<file path="src/sv/dtthd_pkg.sv">
// Shared types, codes and reset constants of the dual touch tap/hold detector.
`default_nettype none

package dtthd_pkg;

  localparam int TIME_WIDTH_DEF = 32;
  localparam int CFG_WIDTH      = 16;

  localparam logic [CFG_WIDTH-1:0] DEBOUNCE_RESET = 16'd50;
  localparam logic [CFG_WIDTH-1:0] HOLD_RESET     = 16'd1000;

  localparam logic REG_DEBOUNCE = 1'b0;
  localparam logic REG_HOLD     = 1'b1;

  typedef enum logic [1:0] {
    CMD_TICK = 2'd0,
    CMD_EDGE = 2'd1,
    CMD_POLL = 2'd2
  } cmd_t;

  typedef enum logic [1:0] {
    MODE_IDLE     = 2'd0,
    MODE_DEBOUNCE = 2'd1,
    MODE_PRESSED  = 2'd2,
    MODE_RELEASED = 2'd3
  } mode_t;

  typedef enum logic [1:0] {
    KIND_TAP    = 2'd0,
    KIND_HOLD   = 2'd1,
    KIND_DOUBLE = 2'd2
  } kind_t;

  typedef struct packed {
    cmd_t command;
    logic edge_side;
    logic left_level;
    logic right_level;
  } item_t;

  typedef struct packed {
    logic  event_valid;
    logic  event_side;
    kind_t event_kind;
  } result_t;

  typedef struct packed {
    logic                 wen;
    logic                 index;
    logic [CFG_WIDTH-1:0] wdata;
  } cfg_wr_t;

endpackage

`default_nettype wire

</file>
<file path="src/sv/dtthd_core.sv">
// Channel state, timer, configuration registers and per-request update logic.
`default_nettype none

module dtthd_core import dtthd_pkg::*; #(
  parameter int TIME_WIDTH = TIME_WIDTH_DEF
) (
  input  wire logic    clk,
  input  wire logic    rst,
  input  wire cfg_wr_t cfg,
  input  wire item_t   item,
  input  wire logic    fire,
  output result_t      res
);

  logic [CFG_WIDTH-1:0]  debounce_time;
  logic [CFG_WIDTH-1:0]  hold_time;
  logic [TIME_WIDTH-1:0] time_now;
  logic [TIME_WIDTH-1:0] time_now_next;
  mode_t                 mode [2];
  mode_t                 mode_next [2];
  logic [1:0]            pending;
  logic [1:0]            pending_next;
  kind_t                 pkind [2];
  kind_t                 pkind_next [2];
  logic [TIME_WIDTH-1:0] press_time [2];
  logic [TIME_WIDTH-1:0] press_time_next [2];
  logic [TIME_WIDTH-1:0] elapsed [2];
  logic [1:0]            ge_deb;
  logic [1:0]            ge_hold;
  logic [1:0]            level;
  logic                  both_pressed;

  assign level        = {item.right_level, item.left_level};
  assign both_pressed = (mode[0] == MODE_PRESSED) && (mode[1] == MODE_PRESSED);

  for (genvar g = 0; g < 2; g++) begin : g_cmp
    assign elapsed[g] = time_now - press_time[g];
    assign ge_deb[g]  = elapsed[g] >= TIME_WIDTH'(debounce_time);
    assign ge_hold[g] = elapsed[g] >= TIME_WIDTH'(hold_time);
  end

  always_comb begin
    res.event_valid = (item.command == CMD_POLL) && (pending != 2'b00);
    res.event_side  = !pending[0];
    res.event_kind  = pending[0] ? pkind[0] : pkind[1];
  end

  always_comb begin
    time_now_next = time_now;
    pending_next  = pending;
    for (int c = 0; c < 2; c++) begin
      mode_next[c]       = mode[c];
      pkind_next[c]      = pkind[c];
      press_time_next[c] = press_time[c];
    end
    if (fire) begin
      case (item.command)
        CMD_TICK: begin
          time_now_next = time_now + TIME_WIDTH'(1);
        end
        CMD_EDGE: begin
          if (mode[item.edge_side] == MODE_IDLE) begin
            mode_next[item.edge_side]       = MODE_DEBOUNCE;
            press_time_next[item.edge_side] = time_now;
          end else if (mode[item.edge_side] == MODE_DEBOUNCE && ge_deb[item.edge_side]) begin
            mode_next[item.edge_side]       = MODE_PRESSED;
            press_time_next[item.edge_side] = time_now;
          end
        end
        CMD_POLL: begin
          if (pending[0]) begin
            pending_next[0] = 1'b0;
          end else if (pending[1]) begin
            pending_next[1] = 1'b0;
          end else begin
            for (int c = 0; c < 2; c++) begin
              if (both_pressed) begin
                mode_next[c]    = MODE_RELEASED;
                pkind_next[c]   = KIND_DOUBLE;
                pending_next[c] = 1'b1;
              end
              if (mode_next[c] == MODE_PRESSED && ge_hold[c]) begin
                mode_next[c]    = MODE_RELEASED;
                pkind_next[c]   = KIND_HOLD;
                pending_next[c] = 1'b1;
              end
              if (mode_next[c] == MODE_PRESSED && !level[c]) begin
                if (ge_deb[c] && !ge_hold[c]) begin
                  pkind_next[c]   = KIND_TAP;
                  pending_next[c] = 1'b1;
                end
                mode_next[c] = MODE_RELEASED;
              end
              if (mode_next[c] == MODE_RELEASED && !pending_next[c]) begin
                mode_next[c] = MODE_IDLE;
              end
            end
          end
        end
        default: begin
        end
      endcase
    end
  end

  always_ff @(posedge clk) begin
    if (rst) begin
      debounce_time <= DEBOUNCE_RESET;
      hold_time     <= HOLD_RESET;
      time_now      <= '0;
      pending       <= 2'b00;
      mode[0]       <= MODE_IDLE;
      mode[1]       <= MODE_IDLE;
    end else begin
      if (cfg.wen && cfg.index == REG_DEBOUNCE) begin
        debounce_time <= cfg.wdata;
      end
      if (cfg.wen && cfg.index == REG_HOLD) begin
        hold_time <= cfg.wdata;
      end
      time_now <= time_now_next;
      pending  <= pending_next;
      mode[0]  <= mode_next[0];
      mode[1]  <= mode_next[1];
    end
  end

  always_ff @(posedge clk) begin
    pkind[0]      <= pkind_next[0];
    pkind[1]      <= pkind_next[1];
    press_time[0] <= press_time_next[0];
    press_time[1] <= press_time_next[1];
  end

`ifndef SYNTHESIS
  a_pending_left_released: assert property (@(posedge clk) disable iff (rst)
    pending[0] |-> mode[0] == MODE_RELEASED)
    else $error("left event pending outside released mode");

  a_pending_right_released: assert property (@(posedge clk) disable iff (rst)
    pending[1] |-> mode[1] == MODE_RELEASED)
    else $error("right event pending outside released mode");

  a_tick_advances: assert property (@(posedge clk) disable iff (rst)
    fire && item.command == CMD_TICK |=> time_now == $past(time_now) + TIME_WIDTH'(1))
    else $error("tick did not advance the timer");

  a_poll_drains_left: assert property (@(posedge clk) disable iff (rst)
    fire && item.command == CMD_POLL && pending[0] |=> !pending[0] && $stable(pending[1]))
    else $error("poll did not hand out the left event alone");
`endif

endmodule

`default_nettype wire

</file>
<file path="src/sv/dual_touch_tap_hold_detector.sv">
// Top level: request register, channel logic and result register of the touch detector.
//
// Requests arrive on the s_ side: s_tuser carries the command (tick, edge or poll),
// s_tdata the channel of an edge and the two pin levels of a poll. A poll that hands
// out a pending event produces one result on the m_ side; every other request
// produces none. Registers debounce_time (index 0) and hold_time (index 1) are
// written through cfg_wen / cfg_index / cfg_wdata; the user must write them only
// while the block is idle, which the block itself does not enforce. A request is
// registered on acceptance and worked from the request register; a poll's result
// goes to the result register, which drives m_tvalid. One request is accepted per
// cycle unless a poll with an event waits on a stalled receiver. When the receiver
// stalls with a result waiting, requests that give no result still go through; a
// poll with an event to hand out waits in the request register and s_tready falls
// until the result register frees up. Reset clears both channels to idle, the timer
// to zero, all pending events and any waiting request; it restores register defaults.
`default_nettype none

module dual_touch_tap_hold_detector import dtthd_pkg::*; #(
  parameter int TIME_WIDTH = TIME_WIDTH_DEF
) (
  input  wire logic                 clk,
  input  wire logic                 rst,
  input  wire logic                 s_tvalid,
  output logic                      s_tready,
  input  wire logic [7:0]           s_tdata,   // edge_side, left_level, right_level, zero fill
  input  wire logic [1:0]           s_tuser,   // command
  output logic                      m_tvalid,
  input  wire logic                 m_tready,
  output logic [7:0]                m_tdata,   // event_valid, event_side, zero fill
  output logic [1:0]                m_tuser,   // event_kind
  input  wire logic                 cfg_wen,
  input  wire logic                 cfg_index,
  input  wire logic [CFG_WIDTH-1:0] cfg_wdata
);

  logic    in_valid;
  item_t   in_item;
  result_t res;
  result_t out_res;
  logic    out_valid;
  logic    fire;
  cfg_wr_t cfg;

  assign cfg = '{wen: cfg_wen, index: cfg_index, wdata: cfg_wdata};

  assign fire     = in_valid && (!res.event_valid || !out_valid || m_tready);
  assign s_tready = !in_valid || fire;

  always_ff @(posedge clk) begin
    if (rst) begin
      in_valid <= 1'b0;
    end else if (s_tready) begin
      in_valid <= s_tvalid;
    end
  end

  always_ff @(posedge clk) begin
    if (s_tready && s_tvalid) begin
      in_item.command     <= cmd_t'(s_tuser);
      in_item.edge_side   <= s_tdata[0];
      in_item.left_level  <= s_tdata[1];
      in_item.right_level <= s_tdata[2];
    end
  end

  dtthd_core #(
    .TIME_WIDTH(TIME_WIDTH)
  ) u_core (
    .clk  (clk),
    .rst  (rst),
    .cfg  (cfg),
    .item (in_item),
    .fire (fire),
    .res  (res)
  );

  always_ff @(posedge clk) begin
    if (rst) begin
      out_valid <= 1'b0;
    end else if (fire && res.event_valid) begin
      out_valid <= 1'b1;
    end else if (m_tready) begin
      out_valid <= 1'b0;
    end
  end

  always_ff @(posedge clk) begin
    if (fire && res.event_valid) begin
      out_res <= res;
    end
  end

  assign m_tvalid = out_valid;
  assign m_tdata  = {6'b0, out_res.event_side, out_res.event_valid};
  assign m_tuser  = out_res.event_kind;

endmodule

`default_nettype wire
</file>
<file path="config.mk">
export PLATFORM = sky130hd
export DESIGN_NAME = dual_touch_tap_hold_detector
export DESIGN_NICKNAME = d
export VERILOG_FILES = /design/src/sv/dtthd_pkg.sv /design/src/sv/dtthd_core.sv /design/src/sv/dual_touch_tap_hold_detector.sv
export SDC_FILE = /design/constraint.sdc
export NUM_CORES = 1
export LEC_CHECK = 0
export BUFFER_PORTS_ARGS = -buffer_cell sky130_fd_sc_hd__buf_2
export CAP_MARGIN = 20
export CELL_PAD_IN_SITES_DETAIL_PLACEMENT = 2
export CELL_PAD_IN_SITES_GLOBAL_PLACEMENT = 2
export CORE_MARGIN = 2
export CORE_UTILIZATION = 37
export CTS_BUF_LIST = sky130_fd_sc_hd__clkbuf_2
export CTS_CLUSTER_DIAMETER = 30
export DETAILED_ROUTE_END_ITERATION = 6
export GPL_TIMING_DRIVEN = 1
export PLACE_DENSITY_LB_ADDON = 0.1
export SLEW_MARGIN = 15
export SYNTH_ARGS = -nofsm -noshare
export SYNTH_HDL_FRONTEND = slang
export SYNTH_SLANG_ARGS = --single-unit
</file>
<file path="constraint.sdc">
create_clock -name clk -period 4.6 [get_ports clk]
set_input_delay 0.23 -clock clk [delete_from_list [all_inputs] [get_ports clk]]
set_output_delay 0.23 -clock clk [all_outputs]
set_load 0.01 [all_outputs]
</file>
# After elaboration in Yosys (flattened, before gate mapping)
# Memory sizes are Yosys's and may differ from the RTL's. A register that Yosys moved wholly into a read port is not among the register bits.
# Index checks and enable logic that the tools add are counted.
[word_totals] mem_bits_rw=72 out_inout_bits=12 word_cells=174 register_bits=77 latch_bits=0 mem_bits_ro=0 memories=3
[mem_list] memory="u_core.press_time" words=2 word_bits=32 read_ports=2 rd_clocked_by_memory_dff=0 write_ports=2 line_no="dtthd_core.sv:25" rtl="logic [TIME_WIDTH-1:0] press_time [2];"
[mem_list] memory="u_core.mode" words=2 word_bits=2 read_ports=3 rd_clocked_by_memory_dff=1 write_ports=2 line_no="dtthd_core.sv:19" rtl="mode_t mode [2];"
[mem_list] memory="u_core.pkind" words=2 word_bits=2 read_ports=2 rd_clocked_by_memory_dff=0 write_ports=2 line_no="dtthd_core.sv:23" rtl="kind_t pkind [2];"
[op_classes] n_addsub=3 n_mux=88 div_mod_pow=0 n_mul=0 shift=0 reduce_logical=37 n_eq_ne=11 n_bitwise=11 order_cmp=7
[ops] op="2-to-1 mux 64 bit" n=4
[ops] op="greater-or-equal comparator 32 x 16 -> 1 bit" n=4
[ops] op="2-to-1 mux 2 bit" n=44
[ops] op="bitwise mux 64 bit" n=1
[ops] op="subtractor 32 bit" n=2
[ops] op="2-to-1 mux 4 bit" n=9
[ops] op="adder 32 x 1 -> 32 bit (second input constant)" n=1
[ops] op="demux 32 bit (select 1 bit)" n=1
[ops] op="2-to-1 mux 32 bit" n=1
[ops] op="2-to-1 mux 1 bit" n=26
[ops] op="equality test 2 bit (second input constant)" n=9
[ops] op="logical AND 1 bit" n=17
[ops] op="logical NOT 1 bit" n=10
[ops] op="one-hot mux 4 bit (2 select lines)" n=1
[ops] op="AND 2 bit" n=2
[ops] op="equality test 2 x 1 -> 1 bit (second input constant)" n=2
[ops] op="logical NOT 2 bit" n=2
[ops] op="inverter 2 bit" n=2
[ops] op="bitwise OR 2 bit" n=2
[ops] op="AND reduction 2 bit" n=2
[ops] op="nonzero test 2 bit" n=2
[ops] op="logical OR 1 bit" n=3
[ops] op="AND reduction 3 bit" n=1
[ops] op="demux 2 bit (select 1 bit)" n=1
[ops] op="other kinds (6)" n=8

# Depth between registers and ports, before layout
# An unclocked memory read counts as a cell.
[depth] depth_word=30 ltp_mapped=20 ltp_nobuf=20

# Hierarchy
# Synthesis repeated with hierarchy kept, for this count alone.
[hier_totals] hier_cells=1300 area_unflattened_um2=11049.3
[by_module_without_submodules] mod="dtthd_core" area_each_um2=10626.4 cells_each=1272 seq_area_each_um2=3443.3 n_inst=1
[by_module_without_submodules] mod="dual_touch_tap_hold_detector" area_each_um2=422.9 cells_each=28 seq_area_each_um2=310.3 n_inst=1

# Worst setup path before layout
# OpenSTA, ideal clock, no wires.
[synth_path] kind="register to register" startpoint="register u_core.time_now[0] (netlist name)" endpoint="memory u_core.press_time[0][0] in the netlist's numbering, enable pin" arrival_ns=4.124 path_slack_ns=0.071 period_less_slack_ns=4.529 path_stages_with_launch=18 required_ns=4.196 cell_sequence="dfxtp_1 > inv_1 > ha_1 > fa_1 > and2b_1 > o2111ai_1 > nand2_1 > xor2_1 > ha_1 > a21o_1 > a211oi_1 > o211ai_1 > a221o_1 > a2111oi_0 > nor2_1 > nor2_1 > nand2_1 > and3_1"
[synth_lines] element="end: declaration" line_no="dtthd_core.sv:25"

==> impl_metrics.env <==
export IMPL_hpwl_mm=27.2
export IMPL_io_buffers=32
export IMPL_post_route_drc_count=0
export IMPL_period_share_pct=96.7
export IMPL_crit_arrival_ps=5140
export IMPL_routed_wl_mm=35.2
export IMPL_startpoint="u_core.time_now[0]$_SDFFE_PP0P_"
export IMPL_use_met3_pct=3.36
export IMPL_setup_violations=0
export IMPL_grt_usage_pct=23.3
export IMPL_grt_pass1_vias=10700
export IMPL_clock_fmax_mhz=225
export IMPL_cp_start_kind="flip-flop"
export IMPL_vdd_drop_max_uv=104
export IMPL_root_buffer="clkbuf_2"
export IMPL_criticalPathCategory="flip-flop to flip-flop"
export IMPL_worst_slew_pin_slew_ps=786
export IMPL_synth_cells=1271
export IMPL_reg2regPathDepth=19
export IMPL_rows=63
export IMPL_drive_above_1_share_pct=11.7
export IMPL_cpPeakStageDelay_ps=410
export IMPL_area_growth_pct=15.3
export IMPL_die_x_um=177
export IMPL_hold_viol_final=0
export IMPL_dp_slack_ps=-302
export IMPL_cp_end_kind="flip-flop"
export IMPL_crit_cells=19
export IMPL_grt_pass1_wl_mm=57.1
export IMPL_clock_sinks=150
export IMPL_first_pass_iters=4
export IMPL_gr_total_overflow=0
export IMPL_multi_input_area_um2=6790
export IMPL_ant_nets=0
export IMPL_io_pins=44
export IMPL_nets=1546
export IMPL_power_density_nw_per_um2=200
export IMPL_cts_buffers_inserted=17
export IMPL_yosysWarnings=0
export IMPL_vias=9780
export IMPL_fillCellCount=3326
export IMPL_clk_latency_ps=780
export IMPL_rsz0062_at_grt="true"
export IMPL_r2r_setup_slack_ps=150
export IMPL_skew_ps=47.1
export IMPL_async_flop_share_pct=0
export IMPL_path_buf_inv=3
export IMPL_path_max_fanout=4
export IMPL_ys_seq_area_share_pct=34.2
export IMPL_avgSynthCellArea_um2=8.67
export IMPL_synth_ff_type="edfxtp_1"
export IMPL_grt_max_degree=64
export IMPL_fp_dieArea_um2=31200
export IMPL_clock_path_buffers=2
export IMPL_wl_per_cell_um=19.7
export IMPL_slew_limit_headroom_pct=47.6
export IMPL_hold_path_class="input port to flip-flop"
export IMPL_initial_core_util_pct=37.4
export IMPL_ys_seq_elements=150
export IMPL_antenna_found_initial=1
export IMPL_htree_levels=4
export IMPL_synth_cell_types=76
export IMPL_crit_chain="inv_1 > ha_1 > fa_2 > and2b_1 > o2111ai_2 > nand2_2 > xor2_1 > buf_4 > ha_1 > a21o_1 > a211oi_2 > o211ai_1 > a221o_1 > a2111oi_4 > buf_4 > o211ai_1 > a31o_4 > o221ai_4 > mux2i_1"
export IMPL_crit_family="compound AO/OA/AOI/OAI gates"
export IMPL_synth_edf_count=77
export IMPL_use_met1_pct=31.3
export IMPL_worstPathRequired_ps=5290
export IMPL_r2r_start="u_core.time_now[0]$_SDFFE_PP0P_"
export IMPL_top_usage_layer="met2"
export IMPL_maxCapViolCount=0
export IMPL_clk_pin_slew_ps=250
export IMPL_slew_viol_final=0
export IMPL_drt_initial_drc_count=397
export IMPL_total_leakage_power_nw=5.61
export IMPL_worst_slack_ps=153
export IMPL_crit_slowest_cell="a221o_1"
export IMPL_core_area_um2=29500
export IMPL_fin_hold_ws_ps=106
export IMPL_gp_congestion=0.819
export IMPL_grt_use_met2_pct=39.5
export IMPL_outcome="completed"
export IMPL_viasPerCell=5.48
export IMPL_seqCellArea_um2=3780
export IMPL_die_h_um=177
export IMPL_period_needed_ps=4450
export IMPL_synthesis_area_um2=11000
export IMPL_cts_tree="done"
==> final cells by class <==
class                           count  area share (%)
Multi-Input combinational cell    967            53.5
Inverter                          121            3.57
Tap cell                          390            3.84
Timing Repair Buffer              125            7.66
Clock buffer                       18           0.709
Sequential cell                   150            29.8
Clock inverter                     14           0.985
Antenna cell                        1          0.0197
==> how the worst min path moves through the flow <==
stage	startpoint	slack [ps]	cells past startpoint	to
6_report	rst	110	3	u_core.pending[0]$_SDFFE_PP0P_
3_3_place_gp	s_tuser[1]	410	1	in_item[4]$_DFFE_PP_
4_1_cts	rst	6	3	u_core.time_now[5]$_SDFFE_PP0P_
3_5_place_dp	s_tuser[0]	410	1	in_item[3]$_DFFE_PP_
5_1_grt	rst	30	3	u_core.time_now[5]$_SDFFE_PP0P_
2_1_floorplan	s_tdata[2]	330	0	in_item[0]$_DFFE_PP_
==> layout by cell type (no fill, tap or decap), types with 7 or more instances in the layout <==
master | Yosys | routed
clkbuf_2 | 0 | 18
nand2b_1 | 24 | 23
a31oi_1 | 12 | 12
nand2_1 | 142 | 141
mux2i_1 | 7 | 7
xor2_1 | 35 | 35
nor2b_1 | 12 | 12
a21oi_1 | 118 | 114
o21ai_0 | 69 | 67
nor2_1 | 83 | 83
o211ai_1 | 22 | 22
xnor2_1 | 37 | 36
a21o_1 | 25 | 25
inv_1 | 121 | 121
nand3_1 | 23 | 23
a211oi_1 | 10 | 7
o2111ai_1 | 8 | 7
ha_1 | 130 | 129
dfxtp_1 | 73 | 67
and3_1 | 21 | 21
or3_1 | 9 | 9
nor3_1 | 21 | 21
o21a_1 | 19 | 19
dlygate4sd3_1 | 0 | 36
nand4_1 | 27 | 27
buf_2 | 2 | 32
buf_4 | 6 | 55
edfxtp_1 | 77 | 77
==> timing repair <==
action | CTS | global route
hold buffers | 36 | 0
setup buffers | 2 | 3
setup endpoints to repair | 71 | 74
pin swaps | 1 | 12
endpoints found under the hold margin | 45 | 0
gates resized for setup | 8 | 30
==> cells by family (layout without fill, tap and decap cells) <==
logic type	count (synthesis)	after routing	share of synthesized area [%]
buffers and inverters	159	278	5.64
AO/OA/AOI/OAI	350	350	20.8
XOR/XNOR	72	72	5.72
AND/OR/NAND/NOR	395	395	17.3
other	1	7	0.0340
flip-flops	150	150	34.2
multiplexers	12	12	1.15
adder cells (fa/ha/maj)	132	132	15.1
==> power breakdown <==
part | leakage (nW) | internal (mW) | switching [mW]
combinational | 4.28 | 0.146 | 0.197
sequential | 1.21 | 1.43 | 0.0190
clock | 0.121 | 0.200 | 0.544
==> metal layers <==
metal | wire (um) | part of all wire [%] | vias up
li1 | - | - | 4789
met1 | 17200 | 49 | 4878
met2 | 16900 | 48 | 87
met3 | 626 | 1.8 | 26
met4 | 566 | 1.6 | 0
met5 | 0 | 0 | -
==> Yosys cell counts, types with 5 or more instances <==
cell	count	area, um^2
nand2_1	142	533
ha_1	130	1630
inv_1	121	454
a21oi_1	118	591
nor2_1	83	312
edfxtp_1	77	2310
dfxtp_1	73	1460
o21ai_0	69	345
xnor2_1	37	324
xor2_1	35	307
clkbuf_1	29	109
nand4_1	27	169
a21o_1	25	188
nand2b_1	24	150
nand3_1	23	115
o211ai_1	22	165
and3_1	21	131
nor3_1	21	105
o21a_1	19	143
a31oi_1	12	75.1
nor2b_1	12	75.1
a211oi_1	10	75.1
or3_1	9	56.3
a21boi_0	8	60.1
o2111ai_1	8	70.1
mux2i_1	7	70.1
a2111oi_0	6	52.6
buf_4	6	45.0
nor4_1	6	37.5
o31ai_1	6	45.0
mux2_2	5	56.3
o21bai_1	5	37.5
o221ai_1	5	43.8
or4_1	5	37.5
==> state kept, by name (all words and copies together) (netlist names), named ones only <==
name,count
u_core.pending,2
u_core.debounce_time,16
m_tvalid,1
in_item,5
u_core.time_now,32
m_tuser,2
u_core.press_time,64
u_core.hold_time,16
u_core.pkind,4
in_valid,1
m_tdata,2
==> tightest hold or removal path, stage by stage <==
cell	delay, ps
buf_2	100
buf_4	340
nor2_1	180
==> per-stage QoR <==
step | instance area [um^2] | std cells | utilization, % | total power, mW | setup TNS (ps)
3_5_place_dp | 11900 | 1712 | 40.5 | 1.78 | -11880
6_report | 12700 | 1786 | 43.1 | 2.54 | 0
2_1_floorplan | 11000 | 1276 | - | 1.66 | 0
5_1_grt | 12700 | 1786 | 43.1 | 2.67 | -109
3_3_place_gp | 11900 | 1712 | 40.5 | 1.76 | -45.1
4_1_cts | 12600 | 1782 | 42.6 | 2.56 | 0
(Power assumes the default switching activity.)
